--- src/sv/ffha_pkg.sv ---
// Shared types and constants of the first-fit heap allocator.
package ffha_pkg;

	localparam int HEAP_UNITS = 1024;
	localparam int UNIT_AW    = 10;   // chunk index width
	localparam int UNITS_W    = 11;   // chunk size width
	localparam int IDX_W      = 12;   // index sum width (index + size)
	localparam int SUM_W      = 13;   // index + size + size
	localparam int SIZE_W     = 16;
	localparam int ROUND_BYTES = 31;
	localparam int UNIT_SHIFT  = 5;
	localparam int HEAP_MIN    = 2;

	localparam logic OP_ALLOC = 1'b0;
	localparam logic OP_FREE  = 1'b1;

	localparam logic ST_DONE = 1'b0;
	localparam logic ST_OOM  = 1'b1;

	localparam int PADDR_W = 2;
	localparam logic [PADDR_W-1:0] REG_HEAP_UNITS = 2'd0;

	// Classified command, as queued between front and back
	typedef struct packed {
		logic               is_alloc;
		logic               ignore;     // free that touches nothing
		logic [IDX_W-1:0]   need;       // units wanted by an allocate
		logic [UNIT_AW-1:0] chunk;      // header index of a free
	} cmd_t;

	// Head of the command queue
	typedef struct packed {
		logic valid;
		cmd_t cmd;
	} qhead_t;

	// Back-end status seen by the front
	typedef struct packed {
		logic clearing;
	} eng_status_t;

	typedef enum logic [4:0] {
		S_CLR, S_IDLE,
		S_AL_RD, S_AL_CHK, S_AL_RDN, S_AL_N, S_AL_W1, S_AL_W2, S_AL_W3,
		S_FR_RDC, S_FR_WC, S_FR_RDN, S_FR_N, S_FR_RDP, S_FR_P, S_FR_RDPP, S_FR_PP
	} eng_state_t;

endpackage

--- src/sv/ffha_if.sv ---
// Request and response channel interfaces of the heap allocator.
interface ffha_req_if;
	logic                          valid;
	logic                          ready;
	logic                          operation;
	logic [ffha_pkg::SIZE_W-1:0]   size_bytes;
	logic [ffha_pkg::UNIT_AW-1:0]  freed_unit;

	modport source (output valid, operation, size_bytes, freed_unit, input ready);
	modport sink   (input valid, operation, size_bytes, freed_unit, output ready);
endinterface


--- src/sv/ffha_front.sv ---
// Front end: accepts request words, classifies them, queues them.
module ffha_front (
	input  logic                          clk,
	input  logic                          arst_n,
	ffha_req_if.sink                      req,
	input  logic [ffha_pkg::UNIT_AW-1:0]  tail,
	input  ffha_pkg::eng_status_t         eng_st,
	input  logic                          pop,
	output ffha_pkg::qhead_t              head
);

	ffha_pkg::cmd_t cmd_q [2];
	logic           wp_q;
	logic           rp_q;
	logic [1:0]     cnt_q;
	ffha_pkg::cmd_t cmd_c;
	logic           push;
	logic [16:0]    rounded;
	logic [ffha_pkg::UNIT_AW-1:0] chunk_c;

	assign req.ready = !eng_st.clearing && (cnt_q != 2'd2);
	assign push      = req.valid && req.ready;

	// Classify: units needed for an allocate, header index for a free
	always_comb begin
		rounded         = 17'(req.size_bytes) + 17'(ffha_pkg::ROUND_BYTES);
		chunk_c         = req.freed_unit - 10'd1;
		cmd_c.is_alloc  = (req.operation == ffha_pkg::OP_ALLOC);
		cmd_c.need      = 12'(rounded >> ffha_pkg::UNIT_SHIFT) + 12'd1;
		cmd_c.chunk     = chunk_c;
		cmd_c.ignore    = (req.freed_unit == '0) || (chunk_c >= tail);
	end

	// Two-entry queue
	always_ff @(posedge clk) begin
		if (push) begin
			cmd_q[wp_q] <= cmd_c;
		end
	end

	always_ff @(posedge clk or negedge arst_n) begin
		if (!arst_n) begin
			wp_q  <= 1'b0;
			rp_q  <= 1'b0;
			cnt_q <= 2'd0;
		end else begin
			if (push) wp_q <= ~wp_q;
			if (pop)  rp_q <= ~rp_q;
			cnt_q <= cnt_q + {1'b0, push} - {1'b0, pop};
		end
	end

	assign head.valid = (cnt_q != 2'd0);
	assign head.cmd   = cmd_q[rp_q];

endmodule

--- src/flat_wrapper.sv ---
// flat-port wrapper written by rule: the top's interface ports become plain ports
module ffha_front_flat 
  (clk, arst_n, tail, eng_st, pop, head, req_valid, req_operation, req_size_bytes, req_freed_unit, req_ready);
  ffha_req_if req_i ();
  input  logic clk;
  input  logic arst_n;
  input  logic [ffha_pkg::UNIT_AW-1:0] tail;
  input  ffha_pkg::eng_status_t eng_st;
  input  logic pop;
  output ffha_pkg::qhead_t head;
  input wire logic [$bits(req_i.valid)-1:0] req_valid;
  input wire logic [$bits(req_i.operation)-1:0] req_operation;
  input wire logic [$bits(req_i.size_bytes)-1:0] req_size_bytes;
  input wire logic [$bits(req_i.freed_unit)-1:0] req_freed_unit;
  output wire logic [$bits(req_i.ready)-1:0] req_ready;
  assign req_i.valid = req_valid;
  assign req_i.operation = req_operation;
  assign req_i.size_bytes = req_size_bytes;
  assign req_i.freed_unit = req_freed_unit;
  assign req_ready = req_i.ready;
  ffha_front u_core (.clk(clk), .arst_n(arst_n), .req(req_i), .tail(tail), .eng_st(eng_st), .pop(pop), .head(head));
endmodule
--- config.mk ---
export PLATFORM = sky130hd
export DESIGN_NAME = ffha_front_flat
export DESIGN_NICKNAME = d
export VERILOG_FILES = /design/src/sv/ffha_pkg.sv /design/src/sv/ffha_if.sv /design/src/sv/ffha_front.sv /design/src/flat_wrapper.sv
export SDC_FILE = /design/constraint.sdc
export NUM_CORES = 1
export LEC_CHECK = 0
export BUFFER_PORTS_ARGS = -buffer_cell sky130_fd_sc_hd__buf_2
export CORE_ASPECT_RATIO = 1.4
export CORE_MARGIN = 10
export CORE_UTILIZATION = 47
export DETAILED_ROUTE_END_ITERATION = 6
export PLACE_DENSITY_LB_ADDON = 0.15
export SLEW_MARGIN = 20
export SYNTH_ARGS = -nofsm -noshare
export SYNTH_HDL_FRONTEND = slang
export SYNTH_SLANG_ARGS = --single-unit
--- constraint.sdc ---
create_clock -name clk -period 2.25 [get_ports clk]
set_input_delay 0.1125 -clock clk [delete_from_list [all_inputs] [get_ports clk]]
set_output_delay 0.1125 -clock clk [all_outputs]
set_load 0.02 [all_outputs]
==> summary.md <==
| Metric | Value |
|---|---|
| CTS tree | `done` |
| Hold path depth | `2` |
| Post-layout utilization of the core | `0.5990` |
| Top cell type by total area after synthesis | `edfxtp_1` |
| Register area share after synthesis | `0.6051` |
| Root buf cell | `clkbuf_8` |
| Initial antenna violation count | `0` |
| Clk sink count | `52` |
| Ports | `68` |
| Critical path class | `input port to flip-flop` |
| CP max FO | `3` |
| Setup-failing EPs final | `0` |
| RSZ-0062 raised after global routing | `no` |
| R2R Setup Slk | `670 ps` |
| Pre-antenna DRT Iters | `4` |
| Distinct cells, synth | `28` |
| WL/cell | `14.97 um` |
| Post-synth top cells | `edfxtp_1, mux2_2, inv_1` |
| Total power divided by cell area | `927.9 nW/um^2` |
| CP top delay family | `simple AND/OR/NAND/NOR gates` |
| Port bufs | `67` |
| R2r endpoint | `u_core.cmd_q[0][10]` |
| Die Y | `107.1 um` |
| Post-CTS setup repair buffer count | `0` |
| Mapped Cells | `184` |
| Drc violations | `0` |
| Final hold violations | `0` |
| Slew Limit Headroom | `0.7708` |
| Worst reg2reg path depth | `4` |
| Leakage | `1.341 nW` |
| DRT antenna net count | `0` |
| CTS clock-pin slew for the worst setup and hold paths | `90 ps` |
| Setup crit start kind | `input port` |
| Vias | `1,647` |
| RR Startpoint | `u_core.cnt_q[1]` |
| Clock buffer depth | `2` |
| Dpl cell area | `3009 sq um` |
| Synth Net Count | `240` |
| Fin area | `3137 sq um` |
| Skew final | `11.54 ps` |
| Fill cells | `468` |
| Worst path cell trace | `buf_2 > nor4_1 > nand2_1 > nor3_1 > xor2_1 > ha_1 > a21o_1 > a21oi_1 > o21ai_0 > a41o_1` |
| DR iter-0 viols | `93` |
| Number of flops mapped to enable cells by yosys | `48` |
| Peak VDD IR | `0.0005348 V` |
| Top cells by area, synth | `edfxtp_1, mux2_2, ha_1, xnor2_1, dfrtp_1` |
| Largest net degree at the start of global routing | `26` |
| Slew @ Worst Pin | `343.8 ps` |
| CTS Hold Buffers Added | `2` |
| CTS H-Tree Depth | `2` |
| Place WS | `-79.81 ps` |
| Cts repair resizes | `0` |
| GRT Total Usage | `0.1176` |
| Worst-Skew Late Latency | `300 ps` |
| Status | `finished clean` |
| Bufs and invs on worst path | `1` |
| DPL Wire Length | `3.794 mm` |
| Ant diodes | `0` |
| Total wire length | `4.955 mm` |
| Nets | `320` |
| Die Area | `8807 sq um` |
| Core ar. | `5236 sq um` |
| Initial cell density of the core | `0.4865` |
| Overflow after GRT | `0` |
| Syn. warnings | `0` |
| #FFs+latches synth | `52` |
| FP Rows | `31` |
| Count leader, synth | `edfxtp_1` |
| Final Worst Setup Slack | `257.2 ps` |
| Die Span X | `82.22 um` |
| Delay of the slowest critical-path stage | `320 ps` |
| Vias/cell | `4.976` |
| Tmin final | `1993 ps` |
| Min-delay src | `req_operation` |
| Max-cap check violation count | `0` |
| CTS Buf Count | `5` |
| RD Place Congestion | `0.7667` |
| Crit path arrival time | `2040 ps` |
| Syn Area/Cell | `13.84 sq um` |
| Mapped Area | `2547 sq um` |
| Area share of the largest cell type after synthesis | `0.5658` |
| Layout cell share with drive strength beyond 1 | `0.4113` |
| Hold Crit Class | `input port to flip-flop` |
| Crit share post-route | `0.8857` |
| Critical path required time | `2290 ps` |
| Setup crit end kind | `flip-flop` |
| Post-synth ARST share | `0.07692` |
| Fmax | `0.5018 GHz` |
| Ys flop type | `edfxtp_1` |
| First-pass GRT wire length | `8.155 mm` |
| Sink of the worst hold path | `u_core.cmd_q[1][23]` |
| Max-slew violation count | `0` |
| Critical-path top delay cell | `nor4_1` |
| Area Overhead vs Synth | `23.13%` |
| Vias in the first global route | `1,745` |
-- flip-flops by register name, indices dropped and copies added, names as in the netlist --
name and count:
u_core.wp_q 1, u_core.cnt_q 2, u_core.cmd_q 48, u_core.rp_q 1
-- where the power goes --
| part | total [mW] | internal, mW | switching (mW) |
|---|---|---|---|
| registers | 1.27 | 1.22 | 0.0416 |
| logic | 1.03 | 0.434 | 0.597 |
| clock network | 0.614 | 0.330 | 0.284 |
| total | 2.91 | 1.99 | 0.922 |
-- layer usage --
| metal | vias to the layer above | routed length (um) | share of wire | global-route usage |
|---|---|---|---|---|
| li1 | 825 | - | - | - |
| met3 | 5 | 393 | 0.079 | 0.04515 |
| met2 | 46 | 2600 | 0.52 | 0.1968 |
| met4 | 0 | 43 | 0.0087 | 0.03415 |
| met5 | - | 0 | 0 | 0 |
| met1 | 771 | 1918 | 0.39 | 0.1339 |
-- how the worst max path moves through the flow --
stage	start	end	cells after the start
detailed placement	req_freed_unit[4]	u_core.cmd_q[1][22]	10
CTS	req_freed_unit[4]	u_core.cmd_q[0][22]	10
global placement	req_freed_unit[3]	u_core.cmd_q[0][22]	10
floorplan	u_core.cnt_q[1]	u_core.cmd_q[0][0]	3
finish	req_freed_unit[4]	u_core.cmd_q[1][22]	10
global route	req_freed_unit[4]	u_core.cmd_q[0][22]	10
-- kinds of logic after synthesis --
kind of cell / share of synthesized area
fa+ha+maj: 0.07318
simple gates: 0.07810
buf+inv: 0.02947
flops: 0.6051
compound gates: 0.03241
xor+xnor: 0.07564
mux: 0.1061
-- placed cells by master, fill, tap and decap left out, drive strengths merged, types with 2 or more instances in the layout --
cell type / n
clkbuf: 6
nand3: 2
ha: 14
a21oi: 5
nand2: 11
nor2: 5
nor4: 2
nand4: 3
mux2: 24
xor2: 9
dfrtp: 4
nor3: 4
xnor2: 13
o21ai: 3
dlygate4sd3: 2
inv: 17
and3: 4
a21o: 2
edfxtp: 48
buf: 74
or4: 2
-- layout make-up --
| type | instances | area [sq um] | share of cell area |
|---|---|---|---|
| Clock inverter | 2 | 35.03 | 0.01117 |
| Tap cell | 66 | 82.58 | 0.02633 |
| Timing Repair Buffer | 76 | 407.9 | 0.1300 |
| Inverter | 17 | 63.81 | 0.02034 |
| Sequential cell | 52 | 1541 | 0.4914 |
| Multi-Input combinational cell | 112 | 933.4 | 0.2976 |
| Clock buffer | 6 | 72.57 | 0.02314 |
-- stage by stage --
stage | setup TNS (ps) | total power, mW | hold WS (ps) | instances
2_1_floorplan | 0 | 1.999 | -183.1 | 184
3_3_place_gp | -30.86 | 2.333 | -76.64 | 321
3_5_place_dp | -159.6 | 2.345 | -73.67 | 321
4_1_cts | 0 | 2.961 | 66.40 | 331
5_1_grt | 0 | 3.084 | 55.85 | 331
6_report | 0 | 2.911 | 76.03 | 331
(Power assumes the default switching activity.)
